===== config.mk =====
export PLATFORM = sky130hd
export DESIGN_NAME = stack_machine_calculator
export DESIGN_NICKNAME = d
export VERILOG_FILES = /design/src/smc_pkg.sv /design/src/stack_machine_calculator.sv /design/src/smc_div.sv /design/src/smc_stack_ram.sv
export SDC_FILE = /design/constraint.sdc
export NUM_CORES = 2
export LEC_CHECK = 0
export BUFFER_PORTS_ARGS = -buffer_cell sky130_fd_sc_hd__buf_2
export CORE_MARGIN = 2
export CORE_UTILIZATION = 45
export CTS_CLUSTER_DIAMETER = 60
export DETAILED_ROUTE_END_ITERATION = 12
export SYNTH_ARGS = -nofsm -noshare
export SYNTH_HDL_FRONTEND = slang
export SYNTH_SLANG_ARGS = --single-unit

===== constraint.sdc =====
create_clock -name clk -period 9.75 [get_ports clk]
set_clock_uncertainty 0.2 [all_clocks]
set_input_delay 1.95 -clock clk [delete_from_list [all_inputs] [get_ports clk]]
set_output_delay 1.95 -clock clk [all_outputs]
set_load 0.02 [all_outputs]

===== src/smc_pkg.sv =====
// shared types and constants of the stack machine calculator
`default_nettype none
package smc_pkg;
  localparam int DEPTH_DEF = 32;
  localparam int MAX_OUT   = 32;
  localparam int DATA_W    = 32;

  localparam logic [3:0] K_PUSH  = 4'd0;
  localparam logic [3:0] K_POP   = 4'd1;
  localparam logic [3:0] K_ADD   = 4'd2;
  localparam logic [3:0] K_SUB   = 4'd3;
  localparam logic [3:0] K_MUL   = 4'd4;
  localparam logic [3:0] K_DIV   = 4'd5;
  localparam logic [3:0] K_DUP   = 4'd6;
  localparam logic [3:0] K_SWAP  = 4'd7;
  localparam logic [3:0] K_ROLL  = 4'd8;
  localparam logic [3:0] K_CLEAR = 4'd9;
  localparam logic [3:0] K_PRINT = 4'd10;

  localparam logic [2:0] ST_OK    = 3'd0;
  localparam logic [2:0] ST_EMPTY = 3'd1;
  localparam logic [2:0] ST_FEW   = 3'd2;
  localparam logic [2:0] ST_DIVZ  = 3'd3;
  localparam logic [2:0] ST_ROLL  = 3'd4;
  localparam logic [2:0] ST_OVF   = 3'd5;
  localparam logic [2:0] ST_HALT  = 3'd6;

  // divider request / reply between sequencer and divider
  typedef struct packed {
    logic        start;
    logic [31:0] num;
    logic [31:0] den;
  } div_req_t;

  typedef struct packed {
    logic        done;
    logic [31:0] quot;
  } div_rsp_t;
endpackage
`default_nettype wire


===== src/stack_machine_calculator.sv =====
// top level of the rpn stack machine calculator
// usage:
//  - in_ channel: one command per beat, tuser = kind, tdata = operand
//  - out_ channel: result beats; tdata = data, tuser packs status, is_data
//    and depth_now, tlast marks the final result beat of a command
//  - commands run one at a time out of a single-port-read stack memory
//    with a registered read; every read, add or write is a step of a
//    small sequencer
//  - div runs 32 quotient steps in the divider; roll moves one entry per
//    cycle; print gives one beat a cycle while the output register is free
//  - a command is taken only when the sequencer is idle; the result sits
//    in an output register, and the next command is taken while it waits,
//    the sequencer holds a new result until the register is free
//  - reset clears the element count and halt flag; memory contents need no
//    clearing since only entries below the count are read
//  - after a fatal error every command gives status halted until reset
//  - receiver stalls simply hold the output register and the sequencer
`default_nettype none
module stack_machine_calculator #(
  parameter int DEPTH = smc_pkg::DEPTH_DEF
) (
  input  wire logic        clk,
  input  wire logic        rst_n,
  input  wire logic        in_tvalid,
  output logic             in_tready,
  input  wire logic [31:0] in_tdata,   // operand[31:0]
  input  wire logic [3:0]  in_tuser,   // kind[3:0]
  output logic             out_tvalid,
  input  wire logic        out_tready,
  output logic [31:0]      out_tdata,  // data[31:0]
  output logic [9:0]       out_tuser,  // status[2:0], is_data[3], depth_now[9:4]
  output logic             out_tlast   // last
);
  import smc_pkg::*;

  localparam int AW = $clog2(DEPTH);
  localparam int CW = $clog2(DEPTH + 1);
  localparam logic [CW-1:0] FULL = CW'(DEPTH);
  localparam logic [CW-1:0] PMAX = (DEPTH > MAX_OUT) ? CW'(MAX_OUT) : CW'(DEPTH);

  // sequencer states
  localparam logic [3:0] S_IDLE  = 4'd0;
  localparam logic [3:0] S_RDA   = 4'd1;  // top arrives, read second issued
  localparam logic [3:0] S_OP    = 4'd3;  // second arrives, compute
  localparam logic [3:0] S_DIV   = 4'd4;
  localparam logic [3:0] S_SWP   = 4'd5;  // write top slot
  localparam logic [3:0] S_RRD   = 4'd6;  // roll: first entry arrives
  localparam logic [3:0] S_RMV   = 4'd7;  // roll: moved entry arrives
  localparam logic [3:0] S_PRD   = 4'd8;  // print: element arrives
  localparam logic [3:0] S_EMIT  = 4'd9;  // result pending, return to idle
  localparam logic [3:0] S_DUP   = 4'd10;

  logic [3:0]    st_r, st_nxt;
  logic [CW-1:0] cnt_r, cnt_nxt;
  logic          halt_r, halt_nxt;
  logic [3:0]    kind_r, kind_nxt;
  logic [31:0]   a_r, a_nxt, hold_r, hold_nxt;
  logic [CW-1:0] idx_r, idx_nxt;   // walking index
  logic [CW-1:0] n_r, n_nxt;       // print beats left

  // pending result, handed to output register
  logic          pv_r, pv_nxt;
  logic [2:0]    pst_r, pst_nxt;
  logic [31:0]   pd_r, pd_nxt;
  logic          pis_r, pis_nxt, pl_r, pl_nxt;
  logic [CW-1:0] pdep_r, pdep_nxt;

  logic          ov_r;
  logic [31:0]   od_r;
  logic [2:0]    ost_r;
  logic          ois_r, ol_r;
  logic [5:0]    odep_r;

  logic          we;
  logic [AW-1:0] waddr, raddr;
  logic [31:0]   wdata, rdata;
  div_req_t      dreq;
  div_rsp_t      drsp;
  logic [31:0]   prod;
  logic          take, out_free;

  smc_stack_ram #(.DEPTH(DEPTH), .AW(AW)) u_ram (
    .clk(clk), .we(we), .waddr(waddr), .wdata(wdata),
    .raddr(raddr), .rdata(rdata)
  );

  smc_div u_div (.clk(clk), .rst_n(rst_n), .req(dreq), .rsp(drsp));

  assign out_free  = !ov_r || out_tready;
  assign in_tready = (st_r == S_IDLE) && !pv_r;
  assign take      = in_tvalid && in_tready;
  // only the low word of the product is kept
  assign prod      = hold_r * a_r;

  always_comb begin
    st_nxt   = st_r;
    cnt_nxt  = cnt_r;
    halt_nxt = halt_r;
    kind_nxt = kind_r;
    a_nxt    = a_r;
    hold_nxt = hold_r;
    idx_nxt  = idx_r;
    n_nxt    = n_r;
    pv_nxt   = pv_r;
    pst_nxt  = pst_r;
    pd_nxt   = pd_r;
    pis_nxt  = pis_r;
    pl_nxt   = pl_r;
    pdep_nxt = pdep_r;
    we       = 1'b0;
    waddr    = '0;
    wdata    = '0;
    raddr    = '0;
    dreq     = '{start: 1'b0, num: hold_r, den: a_r};

    if (pv_r && out_free) begin
      pv_nxt = 1'b0;
    end

    unique case (st_r)
      S_IDLE: begin
        if (take) begin
          kind_nxt = in_tuser;
          pv_nxt   = 1'b1;
          pst_nxt  = ST_OK;
          pd_nxt   = '0;
          pis_nxt  = 1'b0;
          pl_nxt   = 1'b1;
          raddr    = AW'(cnt_r - CW'(1));
          if (halt_r) begin
            pst_nxt = ST_HALT;
          end else begin
            case (in_tuser)
              K_PUSH: begin
                if (cnt_r == FULL) begin
                  pst_nxt = ST_OVF;
                end else begin
                  we      = 1'b1;
                  waddr   = AW'(cnt_r);
                  wdata   = in_tdata;
                  cnt_nxt = cnt_r + CW'(1);
                end
              end
              K_POP: begin
                if (cnt_r == '0) pst_nxt = ST_EMPTY;
                else cnt_nxt = cnt_r - CW'(1);
              end
              K_ADD, K_SUB, K_MUL, K_DIV, K_SWAP: begin
                if (cnt_r < CW'(2)) begin
                  pst_nxt = ST_FEW;
                end else begin
                  pv_nxt = 1'b0;
                  st_nxt = S_RDA;
                end
              end
              K_DUP: begin
                if (cnt_r == '0) pst_nxt = ST_FEW;
                else if (cnt_r == FULL) pst_nxt = ST_OVF;
                else begin
                  pv_nxt = 1'b0;
                  st_nxt = S_DUP;
                end
              end
              K_ROLL: begin
                if (in_tdata[31] || in_tdata == '0 ||
                    in_tdata > {{(32-CW){1'b0}}, cnt_r}) begin
                  pst_nxt = ST_ROLL;
                end else if (in_tdata == 32'd1) begin
                  pst_nxt = ST_OK;
                end else begin
                  idx_nxt = cnt_r - CW'(in_tdata);
                  raddr   = AW'(cnt_r - CW'(in_tdata));
                  pv_nxt  = 1'b0;
                  st_nxt  = S_RRD;
                end
              end
              K_CLEAR: cnt_nxt = '0;
              K_PRINT: begin
                if (cnt_r != '0) begin
                  pv_nxt  = 1'b0;
                  idx_nxt = cnt_r - CW'(1);
                  n_nxt   = (cnt_r > PMAX) ? PMAX : cnt_r;
                  st_nxt  = S_PRD;
                end
              end
              default: ;
            endcase
            if (pst_nxt >= ST_FEW && pst_nxt != ST_HALT) begin
              halt_nxt = 1'b1;
              cnt_nxt  = '0;
            end
          end
          pdep_nxt = cnt_nxt;
        end
      end
      S_DUP: begin
        we       = 1'b1;
        waddr    = AW'(cnt_r);
        wdata    = rdata;
        cnt_nxt  = cnt_r + CW'(1);
        pv_nxt   = 1'b1;
        pdep_nxt = cnt_r + CW'(1);
        st_nxt   = S_EMIT;
      end
      S_RDA: begin
        a_nxt  = rdata;
        raddr  = AW'(cnt_r - CW'(2));
        st_nxt = S_OP;
      end
      S_OP: begin
        hold_nxt = rdata;
        st_nxt   = S_EMIT;
        pv_nxt   = 1'b1;
        pdep_nxt = cnt_r - CW'(1);
        case (kind_r)
          K_ADD: begin
            we = 1'b1; waddr = AW'(cnt_r - CW'(2)); wdata = rdata + a_r;
            cnt_nxt = cnt_r - CW'(1);
          end
          K_SUB: begin
            we = 1'b1; waddr = AW'(cnt_r - CW'(2)); wdata = rdata - a_r;
            cnt_nxt = cnt_r - CW'(1);
          end
          K_MUL: begin
            pv_nxt = 1'b0;
            st_nxt = S_DIV;
          end
          K_DIV: begin
            if (a_r == '0) begin
              pst_nxt  = ST_DIVZ;
              halt_nxt = 1'b1;
              cnt_nxt  = '0;
              pdep_nxt = '0;
            end else begin
              pv_nxt = 1'b0;
              dreq   = '{start: 1'b1, num: rdata, den: a_r};
              st_nxt = S_DIV;
            end
          end
          default: begin // swap: old top goes to second slot
            we = 1'b1; waddr = AW'(cnt_r - CW'(2)); wdata = a_r;
            pv_nxt = 1'b0;
            st_nxt = S_SWP;
          end
        endcase
      end
      S_DIV: begin
        if (kind_r == K_MUL || drsp.done) begin
          we      = 1'b1;
          waddr   = AW'(cnt_r - CW'(2));
          wdata   = (kind_r == K_MUL) ? prod : drsp.quot;
          cnt_nxt = cnt_r - CW'(1);
          pv_nxt  = 1'b1;
          st_nxt  = S_EMIT;
        end
      end
      S_SWP: begin
        we       = 1'b1;
        waddr    = AW'(cnt_r - CW'(1));
        wdata    = hold_r;
        pv_nxt   = 1'b1;
        pdep_nxt = cnt_r;
        st_nxt   = S_EMIT;
      end
      S_RRD: begin
        // the rolled value is held while the entries above shift down
        hold_nxt = rdata;
        raddr    = AW'(idx_r + CW'(1));
        st_nxt   = S_RMV;
      end
      S_RMV: begin
        we      = 1'b1;
        waddr   = AW'(idx_r);
        wdata   = rdata;
        idx_nxt = idx_r + CW'(1);
        raddr   = AW'(idx_r + CW'(2));
        if (idx_r + CW'(2) == cnt_r) begin
          // final move: the held value lands on top next
          st_nxt  = S_SWP;
        end
      end
      S_PRD: begin
        if (!pv_r || out_free) begin
          pv_nxt   = 1'b1;
          pst_nxt  = ST_OK;
          pd_nxt   = rdata;
          pis_nxt  = 1'b1;
          pl_nxt   = (n_r == CW'(1));
          pdep_nxt = cnt_r;
          n_nxt    = n_r - CW'(1);
          idx_nxt  = idx_r - CW'(1);
          raddr    = AW'(idx_r - CW'(1));
          st_nxt   = (n_r == CW'(1)) ? S_IDLE : S_PRD;
        end else begin
          raddr = AW'(idx_r);
        end
      end
      S_EMIT: begin
        st_nxt = S_IDLE;
      end
      default: st_nxt = S_IDLE;
    endcase
  end

  always_ff @(posedge clk) begin
    if (!rst_n) begin
      st_r   <= S_IDLE;
      cnt_r  <= '0;
      halt_r <= 1'b0;
      pv_r   <= 1'b0;
      ov_r   <= 1'b0;
    end else begin
      st_r   <= st_nxt;
      cnt_r  <= cnt_nxt;
      halt_r <= halt_nxt;
      pv_r   <= pv_nxt;
      if (pv_r && out_free) ov_r <= 1'b1;
      else if (out_tready) ov_r <= 1'b0;
    end
    kind_r <= kind_nxt;
    a_r    <= a_nxt;
    hold_r <= hold_nxt;
    idx_r  <= idx_nxt;
    n_r    <= n_nxt;
    pst_r  <= pst_nxt;
    pd_r   <= pd_nxt;
    pis_r  <= pis_nxt;
    pl_r   <= pl_nxt;
    pdep_r <= pdep_nxt;
    if (pv_r && out_free) begin
      od_r   <= pd_r;
      ost_r  <= pst_r;
      ois_r  <= pis_r;
      ol_r   <= pl_r;
      odep_r <= 6'(pdep_r);
    end
  end

  assign out_tvalid = ov_r;
  assign out_tdata  = od_r;
  assign out_tuser  = {odep_r, ois_r, ost_r};
  assign out_tlast  = ol_r;

  // a halted machine keeps an empty stack
  a_halt_empty: assert property (@(posedge clk) disable iff (!rst_n)
    halt_r |-> cnt_r == '0) else $error("halted with elements");
  // count never exceeds the depth
  a_cnt_bound: assert property (@(posedge clk) disable iff (!rst_n)
    cnt_r <= FULL) else $error("count past depth");
  // a printed beat always carries ok status
  a_print_ok: assert property (@(posedge clk) disable iff (!rst_n)
    (ov_r && ois_r) |-> ost_r == ST_OK) else $error("bad print status");
endmodule
`default_nettype wire


===== src/smc_div.sv =====
// signed 32-bit divider, one quotient bit per cycle, truncating toward zero
`default_nettype none
module smc_div (
  input  wire logic              clk,
  input  wire logic              rst_n,
  input  wire smc_pkg::div_req_t req,
  output smc_pkg::div_rsp_t      rsp
);
  import smc_pkg::*;

  logic [31:0] rem_r, rem_nxt, quo_r, quo_nxt, den_r, den_nxt;
  logic [5:0]  cnt_r, cnt_nxt;
  logic        busy_r, busy_nxt, neg_r, neg_nxt, done_r, done_nxt;
  logic [32:0] trial;
  logic [31:0] shifted;

  always_comb begin
    busy_nxt = busy_r;
    rem_nxt  = rem_r;
    quo_nxt  = quo_r;
    den_nxt  = den_r;
    cnt_nxt  = cnt_r;
    neg_nxt  = neg_r;
    done_nxt = 1'b0;
    shifted  = {rem_r[30:0], quo_r[31]};
    trial    = {1'b0, shifted} - {1'b0, den_r};
    if (req.start) begin
      busy_nxt = 1'b1;
      cnt_nxt  = 6'd32;
      rem_nxt  = '0;
      quo_nxt  = req.num[31] ? (32'd0 - req.num) : req.num;
      den_nxt  = req.den[31] ? (32'd0 - req.den) : req.den;
      neg_nxt  = req.num[31] ^ req.den[31];
    end else if (busy_r) begin
      // restoring step: quotient bits fill in from the bottom
      if (!trial[32]) begin
        rem_nxt = trial[31:0];
        quo_nxt = {quo_r[30:0], 1'b1};
      end else begin
        rem_nxt = shifted;
        quo_nxt = {quo_r[30:0], 1'b0};
      end
      cnt_nxt = cnt_r - 6'd1;
      if (cnt_r == 6'd1) begin
        busy_nxt = 1'b0;
        done_nxt = 1'b1;
      end
    end
  end

  always_ff @(posedge clk) begin
    if (!rst_n) begin
      busy_r <= 1'b0;
      done_r <= 1'b0;
      cnt_r  <= '0;
    end else begin
      busy_r <= busy_nxt;
      done_r <= done_nxt;
      cnt_r  <= cnt_nxt;
    end
    rem_r <= rem_nxt;
    quo_r <= quo_nxt;
    den_r <= den_nxt;
    neg_r <= neg_nxt;
  end

  assign rsp.done = done_r;
  assign rsp.quot = neg_r ? (32'd0 - quo_r) : quo_r;
endmodule
`default_nettype wire


===== src/smc_stack_ram.sv =====
// stack storage, one write port and one registered read port
`default_nettype none
module smc_stack_ram #(
  parameter int DEPTH = smc_pkg::DEPTH_DEF,
  parameter int AW    = $clog2(DEPTH)
) (
  input  wire logic          clk,
  input  wire logic          we,
  input  wire logic [AW-1:0] waddr,
  input  wire logic [31:0]   wdata,
  input  wire logic [AW-1:0] raddr,
  output logic [31:0]        rdata
);
  logic [31:0] mem [DEPTH];

  always_ff @(posedge clk) begin
    if (we) begin
      mem[waddr] <= wdata;
    end
    rdata <= mem[raddr];
  end
endmodule
`default_nettype wire

==> results.sh <==
export IMPL_synthToLayoutAreaGrowth_pct=11.1
export IMPL_start_util_pct=45.3
export IMPL_grt_usage_pct=28.1
export IMPL_synth_warnings=0
export IMPL_h_tree_depth=4
export IMPL_postCtsSetupBuffers=0
export IMPL_crit_slowest_cell="edfxtp_1"
export IMPL_num_vias=54100
export IMPL_detail_route_antenna_nets=0
export IMPL_setup_viol=0
export IMPL_yosys_top_cells_area="edfxtp_1, fa_1, nand2_1, ha_1, a32oi_1"
export IMPL_synth_top_area_share_pct=49.8
export IMPL_hold_class="flop to flop"
export IMPL_final_max_slew_violation_count=0
export IMPL_min_period_over_period_pct=89.3
export IMPL_synth_nets=7363
export IMPL_io_buffer_count=84
export IMPL_finalSetupTns_ps=0
export IMPL_syn_area_per_cell_um2=11.3
export IMPL_synthArstFlopShare_pct=0
export IMPL_io_pins=85
export IMPL_core_mm2=0.167
export IMPL_clock_path_buffers=3
export IMPL_fillCellCount=14800
export IMPL_yosysUniqueCellTypes=91
export IMPL_cts_buffers=153
export IMPL_dieArea_mm2=0.172
export IMPL_route_detailed_drc=0
export IMPL_antenna_found_initial=13
export IMPL_clkTransAtPathRegs_ps=60
export IMPL_drive_gt1_share_pct=8.91
export IMPL_path_class="flop to flop"
export IMPL_cts_tree="built"
export IMPL_synthCells=6696
export IMPL_insertion_delay_ps=820
export IMPL_fmax_mhz=115
export IMPL_fin_ws_ps=1040
export IMPL_grt_ovfl_total=0
export IMPL_worstPathRequired_ps=10080
export IMPL_drt_iter0_markers=6270
export IMPL_nets=7375
export IMPL_synthSimpleGateAreaFrac_pct=13.0
export IMPL_cpPeakStageDelay_ps=660
export IMPL_synth_seq_cells=1339
export IMPL_max_cap_violations=0
export IMPL_busiest_layer="met2"
export IMPL_rsz0062_at_grt="no"
export IMPL_crit_top_cell="fa_1"
export IMPL_cts_root_buf="clkbuf_16"
export IMPL_yosysSeqAreaShare_pct=52.0
export IMPL_hpwl_um=159000
export IMPL_synthAdderAreaFrac_pct=14.4
export IMPL_stdcell_area_mm2=0.0842
export IMPL_relSlewSlack_pct=15.2
export IMPL_arrival_ps=9040
export IMPL_grt_max_degree=154
export IMPL_synthMuxAreaShare_pct=0.433
export IMPL_postPlaceCellArea_mm2=0.0793
export IMPL_outcome="finished, final reports clean"
export IMPL_endpoint_kind="flop"
export IMPL_critical_path_cell_chain="buf_4 > nand2_1 > fa_1 > inv_1 > fa_1 > fa_1 > inv_1 > fa_1 > inv_1 > fa_1 > fa_1 > fa_1 > fa_1 > ha_1 > a2111oi_0 > nand2_1 > a211oi_1 > o31ai_1 > a21oi_1 > xnor2_1 > a21oi_1 > o21ai_2 > buf_4"
export IMPL_utilization_pct=50.3
export IMPL_syn_area_mm2=0.0757
export IMPL_fp_dieW_um=414
export IMPL_grtUsageMet2_pct=44.3
export IMPL_synth_xor_area_share_pct=3.26
export IMPL_hold_violations=0
export IMPL_grt_pass1_wl_um=358000
export IMPL_tightestPinTransition_ps=1260
export IMPL_cts_sinks=1339
export IMPL_cp_max_fo=17
export IMPL_use_met3_pct=5.19
export IMPL_finalCriticalPeriod_ps=8710
export IMPL_startpoint_type="flop"
export IMPL_wirelength_um=244000
export IMPL_chipHeight_um=414
export IMPL_synth_edf_count=1255
export IMPL_gp_congestion=1.01
export IMPL_yosys_area_top_type="edfxtp_1"
export IMPL_dr_pass1_iters=6
export IMPL_synth_compound_area_share_pct=12.2
export IMPL_postCtsHoldBufs=0
export IMPL_grt_pass1_vias=52900
export IMPL_wl_per_cell_um=27.0
export IMPL_yosys_most_used_dff="edfxtp_1"
export IMPL_dpl_worst_slack_ps=1190
export IMPL_met1_usage_pct=38.4
export IMPL_synth_top_family_by_area="adder cells"
export IMPL_post_cts_resized=0
export IMPL_vias_per_cell=5.99
export IMPL_rows=150
-- cell usage after synthesis, types with 14 or more instances --
cell type / n
a211oi_1: 16
a21o_1: 42
a21oi_1: 400
a222oi_1: 30
a31oi_1: 18
a32oi_1: 261
and2_1: 356
and3_1: 21
buf_1: 30
buf_2: 82
clkbuf_1: 307
dfxtp_1: 84
edfxtp_1: 1255
fa_1: 411
ha_1: 216
inv_1: 482
mux2i_1: 26
nand2_1: 1254
nand2b_1: 30
nand3_1: 58
nand4_1: 17
nor2_1: 187
nor2b_1: 24
nor3_1: 43
nor4_1: 50
o2111ai_1: 14
o211ai_1: 32
o21a_1: 30
o21ai_0: 154
o21ai_1: 22
o221ai_1: 29
o22ai_1: 134
o31ai_1: 44
or2_2: 18
or3_1: 28
or4_1: 21
xnor2_1: 174
xor2_1: 108
-- cell type report --
| type | count | area (um^2) | area share (%) |
|---|---|---|---|
| Antenna cell | 6 | 15.0 | 0.0178 |
| Clock buffer | 202 | 4060 | 4.83 |
| Multi-Input combinational cell | 4444 | 33300 | 39.5 |
| Inverter | 486 | 1830 | 2.17 |
| Timing Repair Buffer | 284 | 2080 | 2.48 |
| Tap cell | 2204 | 2760 | 3.28 |
| Clock inverter | 70 | 783 | 0.931 |
| Sequential cell | 1339 | 39400 | 46.8 |
-- layout by cell type (no fill, tap or decap), types with 50 or more instances in the layout --
master	count
clkbuf_16	153
fa_1	411
ha_1	216
dfxtp_1	84
nor4_1	50
inv_1	482
nand3_1	58
a32oi_1	261
xor2_1	108
o21ai_0	147
nor2_1	153
and2_1	356
a21oi_1	399
nand2_1	1246
buf_2	84
edfxtp_1	1255
buf_4	187
xnor2_1	174
o22ai_1	134
-- worst max-delay path, delay by kind of cell, from the launching register on --
family	cells	cell delay (ps)
AOI/OAI and AO/OA	6	2110
xor gates and xnor gates	1	170
adders and majority gates	9	4210
buffers and inverters	5	830
DFF	1	660
and+or+nand+nor	2	210
-- worst paths after layout --
kind                         start  slack, ps                          to  depth (start not counted)
max           hold_r[10]$_DFFE_PP_       1040  u_ram.mem[2][23]$_DFFE_PP_                         23
min          pd_r[3]$_SDFFCE_PN0P_        190      out_tdata[3]$_DFFE_PP_                          0
max reg2reg   hold_r[10]$_DFFE_PP_       1040  u_ram.mem[2][23]$_DFFE_PP_                         23
min reg2reg  pd_r[3]$_SDFFCE_PN0P_        190      out_tdata[3]$_DFFE_PP_                          0
-- metrics by stage --
step	hold WS, ps	cells
after global placement	202	8757
after CTS	194	9029
after global routing	204	9030
final	193	9035
after detailed placement	205	8757
after floorplan	200	6696
-- routing by layer --
layer / vias to the layer above / wire length (um)
li1: 23800 / -
met1: 27300 / 101000
met2: 2477 / 113000
met3: 499 / 20800
met4: 4 / 10300
met5: - / 27
-- state kept, by name (all words and copies together) (netlist names), 31 cells and up --
signal       flops
hold_r          32
u_div.quo_r     32
pd_r            32
out_tdata       32
a_r             32
u_div.den_r     32
u_div.rem_r     31
u_ram.mem     1024
u_ram.rdata     32
-- cell families after synthesis --
group                      count (synthesis)
xor gates and xnor gates                 282
buffers and inverters                    913
muxes                                     31
adders and majority gates                627
AOI/OAI and AO/OA                       1358
DFF                                     1339
and+or+nand+nor                         2146
Power is not shown: default switching activity piles up to over one toggle a cycle in this logic, so the estimate is an artifact.
